$ cat src/hw/rtl/mte_pkg.sv
package mte_pkg;

  // Widths fixed by the interface.
  localparam int unsigned DATA_W     = 16;
  localparam int unsigned POS_W      = 16;
  localparam int unsigned CFG_IDX_W  = 2;
  localparam int unsigned CFG_DATA_W = 17;
  localparam int unsigned FRAC_W     = 16;

  // Item actions.
  localparam logic ACT_STORE   = 1'b0;
  localparam logic ACT_COMPUTE = 1'b1;

  // Configuration register indexes.
  localparam logic [CFG_IDX_W-1:0] CFG_TAP_SPACING = 2'd0;
  localparam logic [CFG_IDX_W-1:0] CFG_TAP_COUNT   = 2'd1;
  localparam logic [CFG_IDX_W-1:0] CFG_DECAY_GAIN  = 2'd2;
  localparam logic [CFG_IDX_W-1:0] CFG_CLIP_LENGTH = 2'd3;

  // Reset values of the configuration registers.
  localparam logic [15:0] RST_TAP_SPACING = 16'd8000;
  localparam logic [3:0]  RST_TAP_COUNT   = 4'd5;
  localparam logic [15:0] RST_DECAY_GAIN  = 16'd16384;
  localparam logic [16:0] RST_CLIP_LENGTH = 17'd65536;

  // Unity weight in Q1.15, also the weight of the direct sample.
  localparam logic [15:0] UNITY_Q15 = 16'd32768;

  // Output clamp limits.
  localparam int CLAMP_HI = 32767;
  localparam int CLAMP_LO = -32767;

endpackage

$ cat src/hw/rtl/mte_mod.sv
module mte_mod import mte_pkg::*; #(
  parameter int unsigned LEN_W = 17
) (
  input  logic              clk_i,
  input  logic              rst_ni,
  input  logic              start_i,
  input  logic [DATA_W-1:0] dividend_i,
  input  logic [LEN_W-1:0]  divisor_i,
  output logic              done_o,
  output logic [LEN_W-1:0]  rem_o
);

  localparam int unsigned CNT_W = $clog2(DATA_W);

  logic              busy_q, busy_d;
  logic              done_q, done_d;
  logic [CNT_W-1:0]  cnt_q, cnt_d;
  logic [LEN_W-1:0]  rem_q, rem_d;
  logic [DATA_W-1:0] sh_q, sh_d;
  logic [31:0]       dvd_ext;
  logic [31:0]       dvs_ext;
  logic [LEN_W:0]    trial;
  logic [LEN_W:0]    dvs_wide;

  assign dvd_ext  = 32'(dividend_i);
  assign dvs_ext  = 32'(divisor_i);
  assign trial    = {rem_q, sh_q[DATA_W-1]};
  assign dvs_wide = {1'b0, divisor_i};

  // Restoring remainder, one dividend bit per cycle. A dividend that is
  // already below the divisor skips the bit steps and is done in the next cycle.
  always_comb begin
    busy_d = busy_q;
    done_d = 1'b0;
    cnt_d  = cnt_q;
    rem_d  = rem_q;
    sh_d   = sh_q;
    if (start_i) begin
      if (dvd_ext < dvs_ext) begin
        rem_d = dvd_ext[LEN_W-1:0];
        done_d = 1'b1;
        busy_d = 1'b0;
      end else begin
        rem_d  = '0;
        sh_d   = dividend_i;
        cnt_d  = CNT_W'(DATA_W - 1);
        busy_d = 1'b1;
      end
    end else if (busy_q) begin
      if (trial >= dvs_wide) begin
        rem_d = LEN_W'(trial - dvs_wide);
      end else begin
        rem_d = trial[LEN_W-1:0];
      end
      sh_d  = {sh_q[DATA_W-2:0], 1'b0};
      cnt_d = cnt_q - CNT_W'(1);
      if (cnt_q == '0) begin
        busy_d = 1'b0;
        done_d = 1'b1;
      end
    end
  end

  always_ff @(posedge clk_i or negedge rst_ni) begin
    if (!rst_ni) begin
      busy_q <= 1'b0;
      done_q <= 1'b0;
      cnt_q  <= '0;
    end else begin
      busy_q <= busy_d;
      done_q <= done_d;
      cnt_q  <= cnt_d;
    end
  end

  always_ff @(posedge clk_i) begin
    rem_q <= rem_d;
    sh_q  <= sh_d;
  end

  assign done_o = done_q;
  assign rem_o  = rem_q;

endmodule

$ cat config.mk
export PLATFORM = sky130hd
export DESIGN_NAME = mte_mod
export DESIGN_NICKNAME = d
export VERILOG_FILES = /design/src/hw/rtl/mte_pkg.sv /design/src/hw/rtl/mte_mod.sv
export SDC_FILE = /design/constraint.sdc
export NUM_CORES = 1
export LEC_CHECK = 0
export ABC_AREA = 1
export BUFFER_PORTS_ARGS = -buffer_cell sky130_fd_sc_hd__buf_2
export CAP_MARGIN = 25
export CELL_PAD_IN_SITES_DETAIL_PLACEMENT = 2
export CELL_PAD_IN_SITES_GLOBAL_PLACEMENT = 2
export CORE_UTILIZATION = 35
export DETAILED_ROUTE_END_ITERATION = 8
export GPL_TIMING_DRIVEN = 0
export MAX_ROUTING_LAYER = met4
export PLACE_DENSITY_LB_ADDON = 0.12
export SKIP_LAST_GASP = 1
export SLEW_MARGIN = 20
export SYNTH_ARGS = -nofsm -noshare
export SYNTH_HDL_FRONTEND = slang
export SYNTH_SLANG_ARGS = --single-unit
$ cat constraint.sdc
create_clock -name clk_i -period 4.1 [get_ports clk_i]
set_input_delay 0 -clock clk_i [delete_from_list [all_inputs] [get_ports clk_i]]
set_output_delay 0 -clock clk_i [all_outputs]
set_load 0.1 [all_outputs]
==> results of run 1 <==
==> worst paths after layout <==
kind / end / slack (ns)
worst min register to register: sh_q[2] / 0.52
worst max-delay path: rem_o[11] / 1.61
worst min-delay path: sh_q[2] / 0.03
min in group asynchronous: cnt_q[0] / 0.06
worst max register to register: rem_o[11] / 1.61
max in group asynchronous: busy_q / 3.90
==> layout make-up <==
class	instances	area [µm²]
multi-input combinational	383	2070
timing repair buffer	54	275
buffer	8	48.8
clock buffer	8	80.1
fill	1221	5710
inverter	77	289
tap	133	166
sequential	39	1140
==> metrics by stage <==
stage	instance area (µm²)	setup slack [ns]	hold slack (ns)
2_1_floorplan	3550	1.54	-0.296
3_3_place_gp	3980	1.70	-0.169
3_5_place_dp	3980	1.60	-0.167
4_1_cts	4070	1.59	0.0229
5_1_grt	4070	1.45	0.0296
6_report	4070	1.61	0.0292
==> worst max-delay path: stages (launching register included) <==
cell                       delay, ns
sky130_fd_sc_hd__edfxtp_1       0.37
sky130_fd_sc_hd__inv_1          0.11
sky130_fd_sc_hd__ha_1           0.16
sky130_fd_sc_hd__inv_1          0.08
sky130_fd_sc_hd__fa_1           0.46
sky130_fd_sc_hd__nand4_1        0.19
sky130_fd_sc_hd__nand3_2        0.14
sky130_fd_sc_hd__nand2_4        0.15
sky130_fd_sc_hd__buf_2          0.25
sky130_fd_sc_hd__nand3b_1       0.10
sky130_fd_sc_hd__nand3_1        0.10
sky130_fd_sc_hd__nand2_1        0.10
==> sequential cells by signal, indices dropped and copies added, names as in the netlist <==
signal,count
cnt_q,4
done_o,1
busy_q,1
sh_q,16
rem_o,17
==> power by group <==
part	switching [µW]	total, µW	internal, µW
clock network	132	253	121
logic	899	1250	347
registers	60.8	589	528
total	1090	2090	996
==> logic make-up (layout without fill, tap and decap cells) <==
family,after synthesis,in the layout,share of synthesized area
and+or+nand+nor,317,317,0.404
DFF,39,39,0.322
buffers and inverters,85,147,0.0953
AOI/OAI and AO/OA,25,25,0.0395
xor gates and xnor gates,7,7,0.0173
adders and majority gates,34,34,0.122
==> cells in the final DEF (no fill, tap or decap), types with 13 or more instances in the layout <==
cell type                  Yosys  routed
sky130_fd_sc_hd__inv_1        68      68
sky130_fd_sc_hd__ha_1         33      33
sky130_fd_sc_hd__nor2_1       19      19
sky130_fd_sc_hd__edfxtp_1     33      33
sky130_fd_sc_hd__nand2_1     202     202
sky130_fd_sc_hd__buf_2         2      55
sky130_fd_sc_hd__nand3b_1     19      19
sky130_fd_sc_hd__nand3_1      38      38
sky130_fd_sc_hd__a21oi_1      16      16
sky130_fd_sc_hd__nand2_2      13      13
==> metal layers <==
metal,wire (µm),share of wire,up-vias
met1,5540,0.45,1696
met2,6340,0.52,39
li1,-,-,1739
met4,118,0.0097,0
met5,0,0,-
met3,203,0.017,9
==> metrics.md, run 1 <==
| Metric | Value |
|---|---|
| Outcome | `finished, final reports clean` |
| Setup repair after global routing missed its margin | `no` |
| Finish-stage setup viols | `0` |
| Post-route fraction of the period consumed by the critical path | `0.607` |
| Achievable clock frequency | `0.402 GHz` |
| Post-layout total power | `2090 µW` |
| Core Region | `9770 µm²` |
| Least-Margin Pin Slew | `0.929 ns` |
| Final worst clock skew | `0.00576 ns` |
| Most numerous cell types in the synthesized netlist | `202 x sky130_fd_sc_hd__nand2_1, 68 x sky130_fd_sc_hd__inv_1, 38 x sky130_fd_sc_hd__nand3_1` |
| Cell count after synthesis | `507` |
| Final standard cell utilization of the core | `0.416` |
| Via count normalized by instance count | `4.96` |
| I/O pin total | `54` |
| Setup_tns | `0 ns` |
| Post-route DRC | `0` |
| Congestion Overflow GR | `0` |
| Setup crit start kind | `flop` |
| Library cell with the largest summed area after synthesis | `sky130_fd_sc_hd__edfxtp_1` |
| Global routing usage on met1 | `0.309` |
| Number of cells upsized or downsized after cts | `0` |
| Largest net degree at the start of global routing | `22` |
| Number of buffers created by CTS | `5` |
| CP Max Fanout | `10` |
| GRT Overall Usage | `0.256` |
| Row count | `36` |
| Async set or reset register ratio after synthesis | `0.154` |
| Routed via count | `3483` |
| Number of H-tree levels | `2` |
| Time the worst path needs with I/O delays and setup | `2.49 ns` |
| Worst slew margin | `0.379` |
| Distinct cell type count after synthesis | `34` |
| Met3 GRT Util | `0.0278` |
| Post-detailed-placement half-perimeter wirelength | `10500 µm` |
| Source of the worst hold timing path | `dividend_i[2]` |
| Startpoint of the lowest-slack register-to-register path | `sh_q[15]` |
| Wire length of the first global-routing pass | `19500 µm` |
| Clock latency on the worst-skew pair | `0.29 ns` |
| Slew Limit Fails | `0` |
| Max-cap violations | `0` |
| Full die area | `10500 µm²` |
| Hold violation count in the final report | `0` |
| Critical path start-end classification | `flop to flop` |
| Max Root-Sink Buffers | `2` |
| Finished Layout Cells | `702` |
| Average wire per standard cell | `17.4 µm` |
| Number of warnings reported in the yosys synthesis log | `0` |
| Number of antenna violations at the first check in global routing | `0` |
| Post-synthesis average cell area | `6.99 µm²` |
| Die extent in y | `103 µm` |
| Count of port buffers added during placement | `53` |
| Worst setup startpoint | `sh_q[15]` |
| First-pass DRT Iterations | `4` |
| Via count of the first global-routing pass | `3842` |
| Global routing's busiest layer | `met2` |
| CP endpoint kind | `flop` |
| Sinks on Clock Net | `39` |
| Number of cell instances on the worst register-to-register path | `11` |
| Count of placed standard cells including taps | `693` |
| Fin nets | `638` |
| Post-synthesis register bit count | `39` |
| Post-synthesis instance area | `3550 µm²` |
| PwrDens | `513 nW/µm²` |
| Post-synth top flop | `sky130_fd_sc_hd__edfxtp_1` |
| Initial Utilization | `0.363` |
| CTS clock-pin slew for the worst setup and hold paths | `0.08 ns` |
| Post-synth top area share | `0.279` |
| Fraction of layout cells with a size suffix above 1 | `0.172` |
| Sequential cell area fraction in the yosys report | `0.322` |
| Hold/Removal Path Class | `primary input to flop` |
| Weighted congestion at the end of routability-driven global placement | `0.880` |
| Die Span X | `103 µm` |
| Number of violations reported at the end of detailed-routing iteration 0 | `109` |
| Antenna fix cells | `0` |
| Aggregate routed wire length | `12200 µm` |
| Worst EP arrival | `2.52 ns` |
| Max IR drop VDD | `0.000191 V` |
| TritonCTS clock tree | `done` |
| Largest cells by area after synthesis | `sky130_fd_sc_hd__edfxtp_1 28%, sky130_fd_sc_hd__nand2_1 21%, sky130_fd_sc_hd__ha_1 12%, sky130_fd_sc_hd__inv_1 7.2%, sky130_fd_sc_hd__nand3_1 5.4%` |
| Synthesized net count | `577` |
| Root buf cell | `sky130_fd_sc_hd__clkbuf_8` |
| Number of flops mapped to enable cells by yosys | `33` |
| Met2 demand-to-capacity share in global routing | `0.463` |
| Standby leakage power | `0.00220 µW` |
| Crit path required time | `4.13 ns` |
| Cell with the most instances after synthesis | `sky130_fd_sc_hd__nand2_1` |
| Worst hold path depth | `3` |
| Number of buffers inserted for hold repair after clock tree synthesis | `1` |
| Count of antenna-violating nets left after detailed routing | `0` |
| Layout-stage area growth over the synthesis result | `14.7%` |
| Post-CTS setup buffers | `0` |
Note: power is estimated with default switching activity, not from simulation.
==> inputs of run 2 (changes only) <==
Settings changed: CORE_UTILIZATION 35 to 29.
Clock period 4.1 ns to 2.1 ns, I/O delays scaled along.
==> run 2 against run 1 <==
Sequential power increased by 99%. The run now ends with design-rule violations, negative setup slack left. Wire length up 8.0%. Register-to-register slack worse by 1.7 ns. Setup slack lost 1.7 ns. Worst hold slack gained 0.0067 ns. Die area grew 20%. Critical path depth unchanged. Fmax is 12% higher.
==> metrics.md, run 2 (synthesis gave the netlist of run 1 again) <==
| Metric | Value |
|---|---|
| Root buf cell | `sky130_fd_sc_hd__clkbuf_16 (was sky130_fd_sc_hd__clkbuf_8)` |
| Hold violation count in the final report | `0 (unchanged)` |
| CP endpoint kind | `flop (unchanged)` |
| Setup_tns | `-1.17 ns (was 0 ns)` |
| Switching share of power | `0.485 (was 0.523)` |
| Fin nets | `674 (was 638)` |
| Weighted congestion at the end of routability-driven global placement | `0.780 (was 0.880)` |
| Largest net degree at the start of global routing | `22 (unchanged)` |
| Layout-stage area growth over the synthesis result | `33.9% (was 14.7%)` |
| I/O pin total | `54 (unchanged)` |
| Post-layout total power | `4870 µW (was 2090 µW)` |
| Max IR drop VDD | `0.000542 V (was 0.000191 V)` |
| Count of antenna-violating nets left after detailed routing | `0 (unchanged)` |
| Fraction of layout cells with a size suffix above 1 | `0.283 (was 0.172)` |
| Worst slew margin | `0.410 (was 0.379)` |
| Hold/Removal Path Class | `primary input to flop (unchanged)` |
| PwrDens | `1020 nW/µm² (was 513 nW/µm²)` |
| Total area of multi-input combinational cells | `2370 µm² (was 2070 µm²)` |
| Antenna fix cells | `0 (unchanged)` |
| Worst hold path depth | `3 (unchanged)` |
| Via count of the first global-routing pass | `4023 (was 3842)` |
| Violated checks | `design-rule violations, negative setup slack` |
| Routed via count | `3646 (was 3483)` |
| CP Max Fanout | `5 (was 10)` |
| Congestion Overflow GR | `0 (unchanged)` |
| Finish-stage setup viols | `17 (was 0)` |
| Number of H-tree levels | `2 (unchanged)` |
| Via count normalized by instance count | `4.85 (was 4.96)` |
| Most frequent cells in the layout | `197 x sky130_fd_sc_hd__nand2_1, 65 x sky130_fd_sc_hd__inv_1, 53 x sky130_fd_sc_hd__buf_2 (was 202 x sky130_fd_sc_hd__nand2_1, 68 x sky130_fd_sc_hd__inv_1, 55 x sky130_fd_sc_hd__buf_2)` |
| Number of fill cells in the layout | `1406 (was 1221)` |
| Area taken by flip-flops and latches | `1140 µm² (unchanged)` |
| Sinks on Clock Net | `39 (unchanged)` |
| Wire length of the first global-routing pass | `20700 µm (was 19500 µm)` |
| Crit path required time | `2.13 ns (was 4.13 ns)` |
| TritonCTS clock tree | `done (unchanged)` |
| Cell with the biggest individual delay on the critical path | `sky130_fd_sc_hd__fa_2 (was sky130_fd_sc_hd__fa_1)` |
| Portion of total power attributed to the clock network | `0.151 (was 0.121)` |
| Final worst clock skew | `0.00736 ns (was 0.00576 ns)` |
| Count of buffer and inverter cells on the critical path | `3 (unchanged)` |
| Largest delay share family, worst path | `simple AND/OR/NAND/NOR gates (unchanged)` |
| Ordered cell list for the critical path | `inv_2 -> ha_4 -> inv_4 -> fa_2 -> nand4_1 -> nand3_2 -> nand2_4 -> buf_4 -> nand3b_1 -> nand3_1 -> nand2_1 (was inv_1 -> ha_1 -> inv_1 -> fa_1 -> nand4_1 -> nand3_2 -> nand2_4 -> buf_2 -> nand3b_1 -> nand3_1 -> nand2_1)` |
| Die Span X | `113 µm (was 103 µm)` |
| Achievable clock frequency | `0.450 GHz (was 0.402 GHz)` |
| Row count | `40 (was 36)` |
| Critical path's largest stage delay | `0.39 ns (was 0.46 ns)` |
| Aggregate routed wire length | `13200 µm (was 12200 µm)` |
| Max-cap violations | `0 (unchanged)` |
| Number of buffers created by CTS | `5 (unchanged)` |
| Number of antenna violations at the first check in global routing | `0 (unchanged)` |
| Standby leakage power | `0.00244 µW (was 0.00220 µW)` |
| GRT Overall Usage | `0.220 (was 0.256)` |
| Comb pwr share | `0.609 (was 0.597)` |
| Crit Reg-Reg Endpoint | `rem_o[4] (was rem_o[11])` |
| Relative contribution of sequential cells to total power | `0.240 (was 0.282)` |
| First-pass DRT Iterations | `6 (was 4)` |
| Count of placed standard cells including taps | `707 (was 693)` |
| Average wire per standard cell | `17.5 µm (was 17.4 µm)` |
| Final standard cell utilization of the core | `0.397 (was 0.416)` |
| Outcome | `finished with violations (was finished, final reports clean)` |
| Most common library cell in the layout ignoring fill and taps | `sky130_fd_sc_hd__nand2_1 (unchanged)` |
| Slew Limit Fails | `0 (unchanged)` |
| Net Switching | `2360 µW (was 1090 µW)` |
| Number of cell instances on the worst register-to-register path | `11 (unchanged)` |
| Count of port buffers added during placement | `53 (unchanged)` |
| Internal power | `2500 µW (was 996 µW)` |
| Time the worst path needs with I/O delays and setup | `2.22 ns (was 2.49 ns)` |
| Max FFs per register | `17 (unchanged)` |
| Core Region | `12000 µm² (was 9770 µm²)` |
| Clock latency on the worst-skew pair | `0.29 ns (about the same)` |
| CTS clock-pin slew for the worst setup and hold paths | `0.06 ns (was 0.08 ns)` |
| Finished Layout Cells | `752 (was 702)` |
| Least-Margin Pin Slew | `0.883 ns (was 0.929 ns)` |
| Setup repair after global routing missed its margin | `yes (was no)` |
| Startpoint of the lowest-slack register-to-register path | `sh_q[15] (unchanged)` |
| Reg-to-reg slack, setup | `-0.12 ns (was 1.61 ns)` |
| Initial Utilization | `0.296 (was 0.363)` |
| Full die area | `12700 µm² (was 10500 µm²)` |
| Setup crit start kind | `flop (unchanged)` |
| Post-route fraction of the period consumed by the critical path | `1.06 (was 0.607)` |
| Final worst setup slack | `-0.121 ns (was 1.61 ns)` |
| Hold EP | `sh_q[2] (unchanged)` |
| Die extent in y | `113 µm (was 103 µm)` |
| Source of the worst hold timing path | `dividend_i[2] (unchanged)` |
| Critical path start-end classification | `flop to flop (unchanged)` |
| Max Root-Sink Buffers | `2 (unchanged)` |
| Number of violations reported at the end of detailed-routing iteration 0 | `102 (was 109)` |
| Worst EP arrival | `2.25 ns (was 2.52 ns)` |
| Post-route DRC | `1 (was 0)` |
| Post-detailed-placement half-perimeter wirelength | `10300 µm (was 10500 µm)` |
run 2: per-stage QoR:
step | worst slack, ns | cell area (µm²) | hold slack (ns)
3_3_place_gp | -0.363 | 4190 | -0.166
6_report | -0.121 | 4750 | 0.0359
3_5_place_dp | -0.438 | 4190 | -0.166
5_1_grt | -0.208 | 4750 | 0.0579
4_1_cts | -0.0251 | 4580 | 0.0366
2_1_floorplan | -0.344 | 3740 | -0.296
run 2: routing by layer:
metal	vias up	global-route usage	part of all wire
li1	1806	-	-
met1	1785	0.270	0.45
met2	42	0.390	0.52
met3	13	0.0162	0.017
met4	0	0.0587	0.016
met5	-	-	0
run 2: layout make-up:
cell class	count	area share
Buffer	8	0.0129
Timing Repair Buffer	90	0.118
Clock buffer	5	0.0264
Clock inverter	3	0.00316
Tap cell	147	0.0387
Sequential cell	39	0.240
Multi-Input combinational cell	383	0.499
Inverter	77	0.0614
run 2: worst max-delay path by stage:
stage	start	endpoint	slack [ns]	cells after the start
global route	sh_q[15]	rem_o[4]	-0.21	11
detailed placement	divisor_i[14]	sh_q[3]	-0.44	10
CTS	sh_q[15]	rem_o[10]	-0.03	11
finish	sh_q[15]	rem_o[4]	-0.12	11
global placement	divisor_i[14]	sh_q[0]	-0.36	10
floorplan	rem_o[14]	rem_o[5]	-0.34	12
run 2: power groups by stage:
stage          registers (µW)  clock network (µW)  logic, µW
2_1_floorplan            1740                   0       1390
3_3_place_gp             1190                   0       2490
3_5_place_dp             1200                   0       2560
4_1_cts                  1170                 757       2810
5_1_grt                  1180                 770       3230
6_report                 1170                 734       2960
run 2: repair_timing:
item                                    CTS  global route
cloned                                    0             2
buffers inserted                         23            11
hold endpoints to repair                  6             0
resized for setup                        14            18
pin swaps                                 9            22
hold buffers                              1             0
endpoints found under the setup margin   33            33
run 2: worst reg2reg max path, stage by stage, from the launching register on:
cell,delay (ns)
sky130_fd_sc_hd__edfxtp_1,0.38
sky130_fd_sc_hd__inv_2,0.11
sky130_fd_sc_hd__ha_4,0.15
sky130_fd_sc_hd__inv_4,0.04
sky130_fd_sc_hd__fa_2,0.39
sky130_fd_sc_hd__nand4_1,0.17
sky130_fd_sc_hd__nand3_2,0.15
sky130_fd_sc_hd__nand2_4,0.15
sky130_fd_sc_hd__buf_4,0.16
sky130_fd_sc_hd__nand3b_1,0.09
sky130_fd_sc_hd__nand3_1,0.12
sky130_fd_sc_hd__nand2_1,0.07
==> inputs of run 3 (changes only) <==
Settings changed: ABC_AREA 1 to unset, CORE_UTILIZATION 29 to 32, SETUP_SLACK_MARGIN set to 0.1.
==> run 3 against run 2 <==
The run ends with negative setup slack left. First-iteration DRC count is 9.8% higher. Critical path depth is 1 higher. Area after synthesis is 9.0% lower. Critical endpoint is now rem_o[16]. Die area is 17% lower. Sequential share of layout area is 1.1 points higher. Setup slack worse by 0.46 ns. Utilization is 6.8 points higher. Wire length is 6.6% lower. Largest cell class unchanged. Final area is 4.3% lower. Largest power group unchanged.
==> metrics.md, run 3 <==
| Metric | Value |
|---|---|
| Outcome | `finished with violations (unchanged)` |
| Violated checks | `negative setup slack (was design-rule violations, negative setup slack)` |
| Post-layout total power | `4650 µW (was 4870 µW)` |
| Reg-to-reg slack, setup | `-0.58 ns (was -0.12 ns)` |
| Worst hold path depth | `2 (was 3)` |
| Antenna fix cells | `0 (unchanged)` |
| Mux contribution to synthesized area | `0.0737 (was 0)` |
| Worst slack at placement | `-0.893 ns (was -0.438 ns)` |
| Most numerous cell types in the synthesized netlist | `33 x sky130_fd_sc_hd__edfxtp_1, 33 x sky130_fd_sc_hd__ha_1, 24 x sky130_fd_sc_hd__a21oi_1, 24 x sky130_fd_sc_hd__inv_1, 19 x sky130_fd_sc_hd__nand2_1 (was 202 x sky130_fd_sc_hd__nand2_1, 68 x sky130_fd_sc_hd__inv_1, 38 x sky130_fd_sc_hd__nand3_1)` |
| Layout-stage area growth over the synthesis result | `40.9% (was 33.9%)` |
| Post-detailed-placement half-perimeter wirelength | `8910 µm (was 10300 µm)` |
| Fraction of layout cells with a size suffix above 1 | `0.347 (was 0.283)` |
| Hold EP | `sh_q[10] (was sh_q[2])` |
| Number of buffers created by CTS | `5 (unchanged)` |
| Aggregate routed wire length | `12300 µm (was 13200 µm)` |
| Post-synthesis register bit count | `39 (unchanged)` |
| Source of the worst hold timing path | `dividend_i[10] (was dividend_i[2])` |
| Finished Layout Cells | `548 (was 752)` |
| Cell count after synthesis | `329 (was 507)` |
| Sequential cell area fraction in the yosys report | `0.354 (was 0.322)` |
| Via count normalized by instance count | `5.49 (was 4.85)` |
| Post-place instance area | `3950 µm² (was 4190 µm²)` |
| Max-cap violations | `0 (unchanged)` |
| Post-synth top flop | `sky130_fd_sc_hd__edfxtp_1 (unchanged)` |
| Clock latency on the worst-skew pair | `0.30 ns (was 0.29 ns)` |
| Synth Area in Compound Gates | `0.223 (was 0.0395)` |
| Largest cells by area after synthesis | `sky130_fd_sc_hd__edfxtp_1 31%, sky130_fd_sc_hd__ha_1 13%, sky130_fd_sc_hd__mux2_1 4.9%, sky130_fd_sc_hd__dfrtp_1 4.7%, sky130_fd_sc_hd__a21oi_1 3.7% (was sky130_fd_sc_hd__edfxtp_1 28%, sky130_fd_sc_hd__nand2_1 21%, sky130_fd_sc_hd__ha_1 12%, sky130_fd_sc_hd__inv_1 7.2%, sky130_fd_sc_hd__nand3_1 5.4%)` |
| Post-synthesis instance area | `3230 µm² (was 3550 µm²)` |
| Min Hold Slack | `0.0100 ns (was 0.0359 ns)` |
| Routed via count | `3011 (was 3646)` |
| Library cell with the largest summed area after synthesis | `sky130_fd_sc_hd__edfxtp_1 (unchanged)` |
| Weighted congestion at the end of routability-driven global placement | `0.785 (was 0.780)` |
| Hold violation count in the final report | `0 (unchanged)` |
| Worst EP arrival | `2.71 ns (was 2.25 ns)` |
| Fin nets | `484 (was 674)` |
| CP Max Fanout | `4 (was 5)` |
| Average wire per standard cell | `22.5 µm (was 17.5 µm)` |
| Count of antenna-violating nets left after detailed routing | `0 (unchanged)` |
| Crit Reg-Reg Endpoint | `rem_o[16] (was rem_o[4])` |
| Finish-stage setup viols | `22 (was 17)` |
| Number of cell instances on the worst register-to-register path | `12 (was 11)` |
| Post-synthesis share of cell area spent on xor and xnor gates | `0.0326 (was 0.0173)` |
| First-pass DRT Iterations | `4 (was 6)` |
| Time the worst path needs with I/O delays and setup | `2.68 ns (was 2.22 ns)` |
| Slew Limit Fails | `0 (unchanged)` |
| Root buf cell | `sky130_fd_sc_hd__clkbuf_8 (was sky130_fd_sc_hd__clkbuf_16)` |
| Dominant combinational cell family by area after synthesis | `compound AO/OA/AOI/OAI gates (was simple AND/OR/NAND/NOR gates)` |
| Critical path start-end classification | `flop to flop (unchanged)` |
| Least-Margin Pin Slew | `0.762 ns (was 0.883 ns)` |
| Sinks on Clock Net | `39 (unchanged)` |
| I/O pin total | `54 (unchanged)` |
| GRT Overall Usage | `0.258 (was 0.220)` |
| Final worst clock skew | `0.00916 ns (was 0.00736 ns)` |
| Number of antenna violations at the first check in global routing | `0 (unchanged)` |
| Initial Utilization | `0.330 (was 0.296)` |
| Number of violations reported at the end of detailed-routing iteration 0 | `112 (was 102)` |
| Number of H-tree levels | `2 (unchanged)` |
| Row count | `36 (was 40)` |
| Synthesized net count | `399 (was 577)` |
| Number of warnings reported in the yosys synthesis log | `0 (unchanged)` |
| Full die area | `10500 µm² (was 12700 µm²)` |
| Die extent in y | `102 µm (was 113 µm)` |
| Adder-Cell Fraction of Synth Area | `0.134 (was 0.122)` |
| CTS clock-pin slew for the worst setup and hold paths | `0.08 ns (was 0.06 ns)` |
| Wire length of the first global-routing pass | `19100 µm (was 20700 µm)` |
| Max IR drop VDD | `0.000424 V (was 0.000542 V)` |
| Achievable clock frequency | `0.373 GHz (was 0.450 GHz)` |
| TritonCTS clock tree | `done (unchanged)` |
| Core Region | `9770 µm² (was 12000 µm²)` |
| Count of port buffers added during placement | `53 (unchanged)` |
| Crit path required time | `2.13 ns (about the same)` |
| Standby leakage power | `0.00189 µW (was 0.00244 µW)` |
| Post-synth top area share | `0.307 (was 0.279)` |
| Async set or reset register ratio after synthesis | `0.154 (unchanged)` |
| Max FFs per register | `17 (unchanged)` |
| Distinct cell type count after synthesis | `62 (was 34)` |
| Worst slew margin | `0.491 (was 0.410)` |
| Setup repair after global routing missed its margin | `yes (unchanged)` |
| Most common library cell in the layout ignoring fill and taps | `sky130_fd_sc_hd__buf_2 (was sky130_fd_sc_hd__nand2_1)` |
| Synth Area in Simple Gates | `0.137 (was 0.404)` |
| Post-synthesis average cell area | `9.80 µm² (was 6.99 µm²)` |
| Count of placed standard cells including taps | `515 (was 707)` |
| Post-route fraction of the period consumed by the critical path | `1.28 (was 1.06)` |
| Most frequent cells in the layout | `45 x sky130_fd_sc_hd__buf_2, 33 x sky130_fd_sc_hd__edfxtp_1, 23 x sky130_fd_sc_hd__a21oi_1 (was 197 x sky130_fd_sc_hd__nand2_1, 65 x sky130_fd_sc_hd__inv_1, 53 x sky130_fd_sc_hd__buf_2)` |
| Number of flops mapped to enable cells by yosys | `33 (unchanged)` |
| PwrDens | `1020 nW/µm² (about the same)` |
| Largest net degree at the start of global routing | `19 (was 22)` |
| Max Root-Sink Buffers | `2 (unchanged)` |
| Congestion Overflow GR | `0 (unchanged)` |
| Startpoint of the lowest-slack register-to-register path | `sh_q[15] (unchanged)` |
| Setup crit start kind | `flop (unchanged)` |
| Via count of the first global-routing pass | `3350 (was 4023)` |
| Final worst setup slack | `-0.578 ns (was -0.121 ns)` |
| Post-route DRC | `0 (was 1)` |
| Hold/Removal Path Class | `primary input to flop (unchanged)` |
| Cell area after layout | `4540 µm² (was 4750 µm²)` |
| CP endpoint kind | `flop (unchanged)` |
| Die Span X | `102 µm (was 113 µm)` |
==> run 3: changes by cell type after synthesis, moves of 13 or more <==
| cell | delta |
|---|---|
| sky130_fd_sc_hd__inv_1 | -44 |
| sky130_fd_sc_hd__mux2_1 | +14 |
| sky130_fd_sc_hd__nand2_2 | -13 |
| sky130_fd_sc_hd__nand2_1 | -183 |
| sky130_fd_sc_hd__a21o_1 | +13 |
| sky130_fd_sc_hd__nand3_1 | -24 |
| sky130_fd_sc_hd__nand3b_1 | -18 |
==> run 3: how the worst max path moves through the flow <==
stage	from	endpoint	slack, ns	cells past startpoint
detailed placement	sh_q[15]	rem_o[7]	-0.89	11
global placement	sh_q[15]	rem_o[7]	-0.84	11
floorplan	rem_o[0]	rem_o[11]	-0.74	8
global route	sh_q[15]	rem_o[3]	-0.73	12
finish	sh_q[15]	rem_o[16]	-0.58	12
CTS	sh_q[15]	rem_o[12]	-0.63	11
==> run 3: through the flow <==
step	util	setup TNS, ns
floorplan	-	-11.83
global placement	0.404	-23.02
finish	0.465	-9.23
detailed placement	0.404	-24.62
global route	0.465	-12.04
CTS	0.459	-9.67
==> run 3: final cells by class <==
cell class              instances  area (µm²)
flip-flops and latches         39        1140
inverters                      24         120
fillers                      1030        5230
plain buffers                  11        75.1
clock inverters                 2        35.0
repair buffers                 79         592
clock buffers                   6        82.6
multi-input cells             254        2330
well taps                     133         166
==> run 3: critical path, stage by stage, from the launching register on <==
cell,delay [ns]
sky130_fd_sc_hd__edfxtp_1,0.38
sky130_fd_sc_hd__inv_2,0.10
sky130_fd_sc_hd__ha_4,0.14
sky130_fd_sc_hd__inv_2,0.04
sky130_fd_sc_hd__fa_2,0.40
sky130_fd_sc_hd__a21o_1,0.22
sky130_fd_sc_hd__a221oi_4,0.30
sky130_fd_sc_hd__buf_6,0.17
sky130_fd_sc_hd__buf_6,0.11
sky130_fd_sc_hd__o21bai_4,0.06
sky130_fd_sc_hd__a211oi_2,0.23
sky130_fd_sc_hd__xor2_1,0.19
sky130_fd_sc_hd__o31ai_1,0.08
==> run 3: report_power, final <==
group	internal (µW)	switching (µW)
logic	1070	1760
registers	1020	140
clock network	385	278
total	2470	2180
==> run 3: kinds of logic after synthesis <==
group / after synthesis
adder cells (fa/ha/maj): 34
AO/OA/AOI/OAI: 103
multiplexers: 22
AND/OR/NAND/NOR: 83
XOR/XNOR: 12
flip-flops: 39
buffers and inverters: 36
==> run 3: what timing repair did <==
item	CTS	global route
hold buffers	1	0
endpoints found under the hold margin	6	0
setup endpoints to repair	33	33
pin swaps	16	16
gates resized for setup	47	14
buffers inserted	20	3
gates cloned	2	1
==> run 3: per-layer routing <==
| metal | GRT usage | part of all wire |
|---|---|---|
| met5 | - | 0 |
| met4 | 0.0516 | 0.0064 |
| met3 | 0.0363 | 0.028 |
| met2 | 0.442 | 0.51 |
| met1 | 0.324 | 0.46 |
